[config.mk]
export PLATFORM = sky130hd
export DESIGN_NAME = rhse_front
export DESIGN_NICKNAME = d
export VERILOG_FILES = /design/src/rtl/rhse_pkg.sv /design/src/rtl/rhse_front.sv
export SDC_FILE = /design/constraint.sdc
export NUM_CORES = 1
export LEC_CHECK = 0
export BUFFER_PORTS_ARGS = -buffer_cell sky130_fd_sc_hd__buf_2
export CAP_MARGIN = 10
export CORE_ASPECT_RATIO = 1.4
export CORE_MARGIN = 4
export CORE_UTILIZATION = 55
export DETAILED_ROUTE_END_ITERATION = 6
export PLACE_DENSITY = 0.83
export SYNTH_ARGS = -nofsm -noshare
export SYNTH_HDL_FRONTEND = slang
export SYNTH_SLANG_ARGS = --single-unit
export TNS_END_PERCENT = 5
[constraint.sdc]
create_clock -name clk -period 8.15 [get_ports clk]
set_input_delay 1.2225 -clock clk [delete_from_list [all_inputs] [get_ports clk]]
set_output_delay 1.2225 -clock clk [all_outputs]
set_load 0.005 [all_outputs]
[src/rtl/rhse_pkg.sv]
// Shared constants, command codes and the queued command word type.
package rhse_pkg;

    localparam logic [60:0] MOD61 = 61'h1FFF_FFFF_FFFF_FFFF;
    localparam logic [60:0] BASE_RESET = 61'd998244353;
    localparam int MAX_LEN_DEFAULT = 4096;
    localparam int FIFO_DEPTH = 2;

    localparam logic [2:0] CMD_APPEND_TEXT = 3'd0;
    localparam logic [2:0] CMD_QUERY = 3'd1;
    localparam logic [2:0] CMD_APPEND_PAT = 3'd2;
    localparam logic [2:0] CMD_FIND = 3'd3;
    localparam logic [2:0] CMD_CLEAR_PAT = 3'd4;
    localparam logic [2:0] CMD_CLEAR_ALL = 3'd5;

    typedef enum logic [2:0] {
        OP_APPEND_TEXT,
        OP_QUERY,
        OP_APPEND_PAT,
        OP_FIND,
        OP_CLEAR_PAT,
        OP_CLEAR_ALL,
        OP_BAD
    } op_t;

    typedef struct packed {
        op_t         op;
        logic [7:0]  ch;
        logic [12:0] pos_l;
        logic [12:0] pos_r;
    } item_t;

endpackage

[src/rtl/rhse_front.sv]
// Command front end: decodes each command word and queues it for the executor.
module rhse_front (
    input  logic           clk,
    input  logic           rst_n,
    input  logic           start,
    input  logic [2:0]     cmd,
    input  logic [7:0]     ch,
    input  logic [12:0]    pos_l,
    input  logic [12:0]    pos_r,
    output logic           busy,
    output logic           q_valid,
    output rhse_pkg::item_t q_item,
    input  logic           q_pop
);
    import rhse_pkg::*;

    item_t slot_reg [FIFO_DEPTH];
    logic  rd_ptr_reg;
    logic  wr_ptr_reg;
    logic [1:0] count_reg;
    item_t in_item;
    logic  push;

    // Classify the raw command code.
    always_comb
    begin
        in_item.ch = ch;
        in_item.pos_l = pos_l;
        in_item.pos_r = pos_r;
        case (cmd)
            CMD_APPEND_TEXT: in_item.op = OP_APPEND_TEXT;
            CMD_QUERY:       in_item.op = OP_QUERY;
            CMD_APPEND_PAT:  in_item.op = OP_APPEND_PAT;
            CMD_FIND:        in_item.op = OP_FIND;
            CMD_CLEAR_PAT:   in_item.op = OP_CLEAR_PAT;
            CMD_CLEAR_ALL:   in_item.op = OP_CLEAR_ALL;
            default:         in_item.op = OP_BAD;
        endcase
    end

    assign busy = (count_reg == 2'(FIFO_DEPTH));
    assign push = start && !busy;
    assign q_valid = (count_reg != 2'd0);
    assign q_item = slot_reg[rd_ptr_reg];

    // Two-entry word queue.
    always_ff @(posedge clk)
    begin
        if (push)
        begin
            slot_reg[wr_ptr_reg] <= in_item;
        end
    end

    always_ff @(posedge clk or negedge rst_n)
    begin
        if (!rst_n)
        begin
            rd_ptr_reg <= 1'b0;
            wr_ptr_reg <= 1'b0;
            count_reg <= 2'd0;
        end
        else
        begin
            if (push)
            begin
                wr_ptr_reg <= ~wr_ptr_reg;
            end
            if (q_pop)
            begin
                rd_ptr_reg <= ~rd_ptr_reg;
            end
            if (push && !q_pop)
            begin
                count_reg <= count_reg + 2'd1;
            end
            else if (!push && q_pop)
            begin
                count_reg <= count_reg - 2'd1;
            end
        end
    end
endmodule

== Word level (Yosys, flattened, before mapping) ==
Memory sizes are Yosys's and may differ from the RTL's.
Index checks and enable logic that the tools add are counted.
Storage, ports and cells
  flip-flop bits (word level): 4
  word-level logic and storage cells: 28
  input bits: 41
  output and inout port bits: 39
  memories kept: 1
  bits in writable memories: 74
Operators by class
  reduce and logical (&&, ||, !) cells: 9
  mux-type cells: 5
  add/sub/neg operators: 2
  eq/ne operators: 6
  bitwise operators: 2
Memory list
  slot_reg: depth 2, width 37, read ports 1, clocked after Yosys merged registers in 0, write ports 1, RTL line rhse_front.sv:17  | item_t slot_reg [FIFO_DEPTH];
Operators with widths (number)
  3-bit case mux with 6 select lines: 1
  3-bit by 2-bit equality test with 1-bit output (second input constant): 2
  3-bit equality test (second input constant): 2
  2-bit two-way mux: 2
  2-bit nonzero test: 2
  3-bit by 1-bit equality test with 1-bit output (second input constant): 1
  1-bit logical AND: 3
  1-bit zero test: 3
  3-bit zero test: 1
  2-bit by 1-bit adder with 2-bit output (second input constant): 1
  2-bit equality test (second input constant): 1
  1-bit two-way mux: 2
  1-bit NOT: 2
  2-bit by 1-bit subtractor with 2-bit output (second input constant): 1

== Longest topological paths before layout ==
  depth in word-level cells: 7
  mapped depth: 7
  mapped depth without buffers: 7

== Worst setup path before layout ==
OpenSTA, ideal clock, no wires.
  kind: input to register
  start point: input port start
  end point: memory slot_reg[0][0] (netlist bit), enable pin
  library setup time: 0.431 ns
  data arrival time: 2.872 ns
  setup slack: 4.846 ns
  required time: 7.719 ns
  stages on the path: 2
  buffers on the path: 0
  cell sequence: nand2_1 > nor2_1
On the way
  cells in the longest elaborated chain, start to end: 3
Ends and longest elaborated chain
  start: declaration: RTL line rhse_front.sv:5  | input logic start,
  1-bit logical AND: RTL line rhse_front.sv:42  | assign push = start && !busy;
  1-bit two-way mux: RTL line rhse_front.sv:49  | if (push)
  1-bit two-way mux (implied by the code): RTL line rhse_front.sv:51  | slot_reg[wr_ptr_reg] <= in_item;
  end: declaration: RTL line rhse_front.sv:17
No other way between the ends.

==> summary.txt <==
Power
  – Worst vdd ir: 0.000232 V
  – Switching Share: 26.8%
  – Power Internal: 887 uW
  – Comb pwr share: 26.8%
  – Leak pwr: 1.43 nW
  – Net Sw Power: 324 uW
  – Seq pwr share: 51.2%
  – Total Power: 1.21 mW
  – Clock power share: 22.0%
  – Pwr/cell area: 337 nW/um^2

Clock tree
  – Post-CTS resize count: 0
  – Clock-pin slew on the worst setup and hold paths: 0.07 ns
  – Setup bufs post-CTS: 0
  – CTS HTree Levels: 3
  – Skew-Pair Late Insertion Delay: 0.32 ns
  – Cts hold-fix bufs: 0
  – CTS tree: built
  – Clock buffer count from CTS: 9
  – Sink Count: 78
  – CTS Buffer Depth: 2
  – CTS root buf: clkbuf_8

Detailed routing
  – Detailed Route Iter0 Violations: 89
  – Detailed Route WL: 4590 microns
  – DRT Pass-1 Iters: 4
  – Via count: 1464
  – Final routed DRC violation total: 0
  – Post-route ant nets: 0
  – Wire per inst: 15.7 microns
  – Number of vias per cell: 5.01

Floorplanning
  – Die width: 70.1 microns
  – Top Ports: 80
  – Core Area: 5200 sq um
  – Initial Util: 57.1%
  – Die Height: 94.9 microns
  – Rows: 31
  – Total Die Area: 6650 sq um

Setup path
  – WP data required: 6.93 ns
  – Worst Path Arrival: 1.94 ns
  – Element type at the critical path end: output pin
  – Worst setup SP type: flip-flop
  – CP max FO: 38
  – Crit Path Class: reg -> out
  – Flop2flop setup slack: 6.22 ns

Final layout
  – Synth-to-Final Area Change: 21.3%
  – Fin nets: 263
  – Max reg flops: 74
  – Final core occ: 69.2%
  – Layout filler cell count: 360
  – Layout cells sized above 1: 58.8%
  – Final Non-Filler Cells: 292
  – Final instance area: 3600 sq um
  – N_diodes: 0

Yosys
  – Synth top area share: 74.9%
  – Yosys reg bits: 78
  – Syn avg cell area: 21.6 sq um
  – Syn nets: 179
  – Post-synth EDFFs: 74
  – Synth top cells by count: edfxtp_1, mux2_4, mux2_2
  – Ys async rst share: 5.13%
  – Register area share after synthesis: 78.3%
  – Cell area after synthesis: 2970 sq um
  – Synth cell types: 17
  – Syn. warnings: 0
  – Synth Instances: 137
  – Count leader, synth: edfxtp_1
  – Synth area leader: edfxtp_1
  – Commonest register cell after synthesis: edfxtp_1
  – Main area contributors after synthesis: edfxtp_1, mux2_4, mux2_2, dfrtp_1, buf_6

GRT
  – Initial antenna violation count: 0
  – Overall routing resource usage: 14.9%
  – Grt ovf: 0
  – Largest net degree at the start of global routing: 39
  – Vias in the first global route: 1622
  – First-pass GRT wire length: 7370 microns

Placement
  – I/O Buffers: 79
  – Cells after DPL: 276
  – Post-DP HPWL: 3090 microns
  – Routability congestion estimate: 0.663
  – Dpl cell area: 3410 sq um
  – Setup WS pre-CTS: 5.31 ns

Status
  – Outcome: complete, no violations

Job
  – MaxCap Viol Count: 0

Timing
  – Final min period: 3.17 ns
  – Final Hold Fails: 0
  – Setup violations, final: 0
  – Max Freq: 316 MHz
  – Min Hold Slack: 0.500 ns
  – Period utilization: 38.8%
  – Accumulated negative setup slack: 0 ns
  – RSZ-0062 raised after global routing: false
  – Final WS setup: 4.98 ns
  – Layout Skew: 0.00421 ns
  – Worst slew pin tran: 1.06 ns
  – Worst slew margin: 29.0%
  – Final max-slew violation count: 0

Worst hold path
  – Worst Hold Class: reg -> reg
==> worst paths after layout <==
check | start | to | cells past startpoint
max | rd_ptr_reg$_DFFE_PN0P_ | q_item[2] | 2
min | count_reg[1]$_DFFE_PN0P_ | count_reg[1]$_DFFE_PN0P_ | 1
max reg2reg | count_reg[0]$_DFFE_PN0P_ | slot_reg[0][9]$_DFFE_PP_ | 3
min reg2reg | count_reg[1]$_DFFE_PN0P_ | count_reg[1]$_DFFE_PN0P_ | 1
max in group asynchronous | rst_n | rd_ptr_reg$_DFFE_PN0P_ | 1
min in group asynchronous | rst_n | count_reg[0]$_DFFE_PN0P_ | 1
==> layer usage <==
layer  GRT usage (%)  up-vias  wire length, microns
met5               0        -                     0
met4            8.15        0                    71
met3            4.15        6                   225
met2            26.9       47                  2600
met1            15.6      718                  1700
li1                -      693                     -
==> power groups by stage <==
| stage | sequential, mW | combinational [mW] | clock, mW |
|---|---|---|---|
| 2_1_floorplan | 0.580 | 0.255 | 0 |
| 3_3_place_gp | 0.626 | 0.326 | 0 |
| 3_5_place_dp | 0.632 | 0.331 | 0 |
| 4_1_cts | 0.623 | 0.332 | 0.276 |
| 5_1_grt | 0.634 | 0.355 | 0.295 |
| 6_report | 0.620 | 0.324 | 0.267 |
==> kinds of logic (layout without fill, tap and decap cells) <==
group,count (synthesis),after routing,synth area share (%)
compound gates,1,1,0.253
xor+xnor,5,5,1.48
fa+ha+maj,1,1,0.422
buf+inv,9,98,1.94
flops,78,78,78.3
mux,37,37,16.6
simple gates,6,6,1.01
==> placed cells by master, fill, tap and decap left out, drive strengths merged <==
cell type / netlist / routed
ha: 1 / 1
nand2b: 1 / 1
and3: 1 / 1
xor2: 3 / 3
bufinv: 0 / 1
nor2: 2 / 2
inv: 3 / 4
dfrtp: 4 / 4
clkinvlp: 0 / 2
clkinv: 0 / 2
mux2: 37 / 37
clkbuf: 2 / 10
a21boi: 1 / 1
buf: 4 / 79
xnor2: 2 / 2
or2: 1 / 1
nand2: 1 / 1
edfxtp: 74 / 74
==> worst max-delay path, stage by stage (launching register included) <==
cell and delay, ns:
dfrtp_2 1.03, mux2_2 0.42, buf_2 0.13
==> area by class of cell <==
cell class / instances / area, sq um / share of cell area [%]
flip-flops and latches: 78 / 2320 / 64.6
multi-input cells: 50 / 594 / 16.5
repair buffers: 79 / 395 / 11.0
clock buffers: 10 / 128 / 3.55
well taps: 66 / 82.6 / 2.30
clock inverters: 6 / 61.3 / 1.70
inverters: 3 / 11.3 / 0.313
Power figures use the tool's default switching activity.
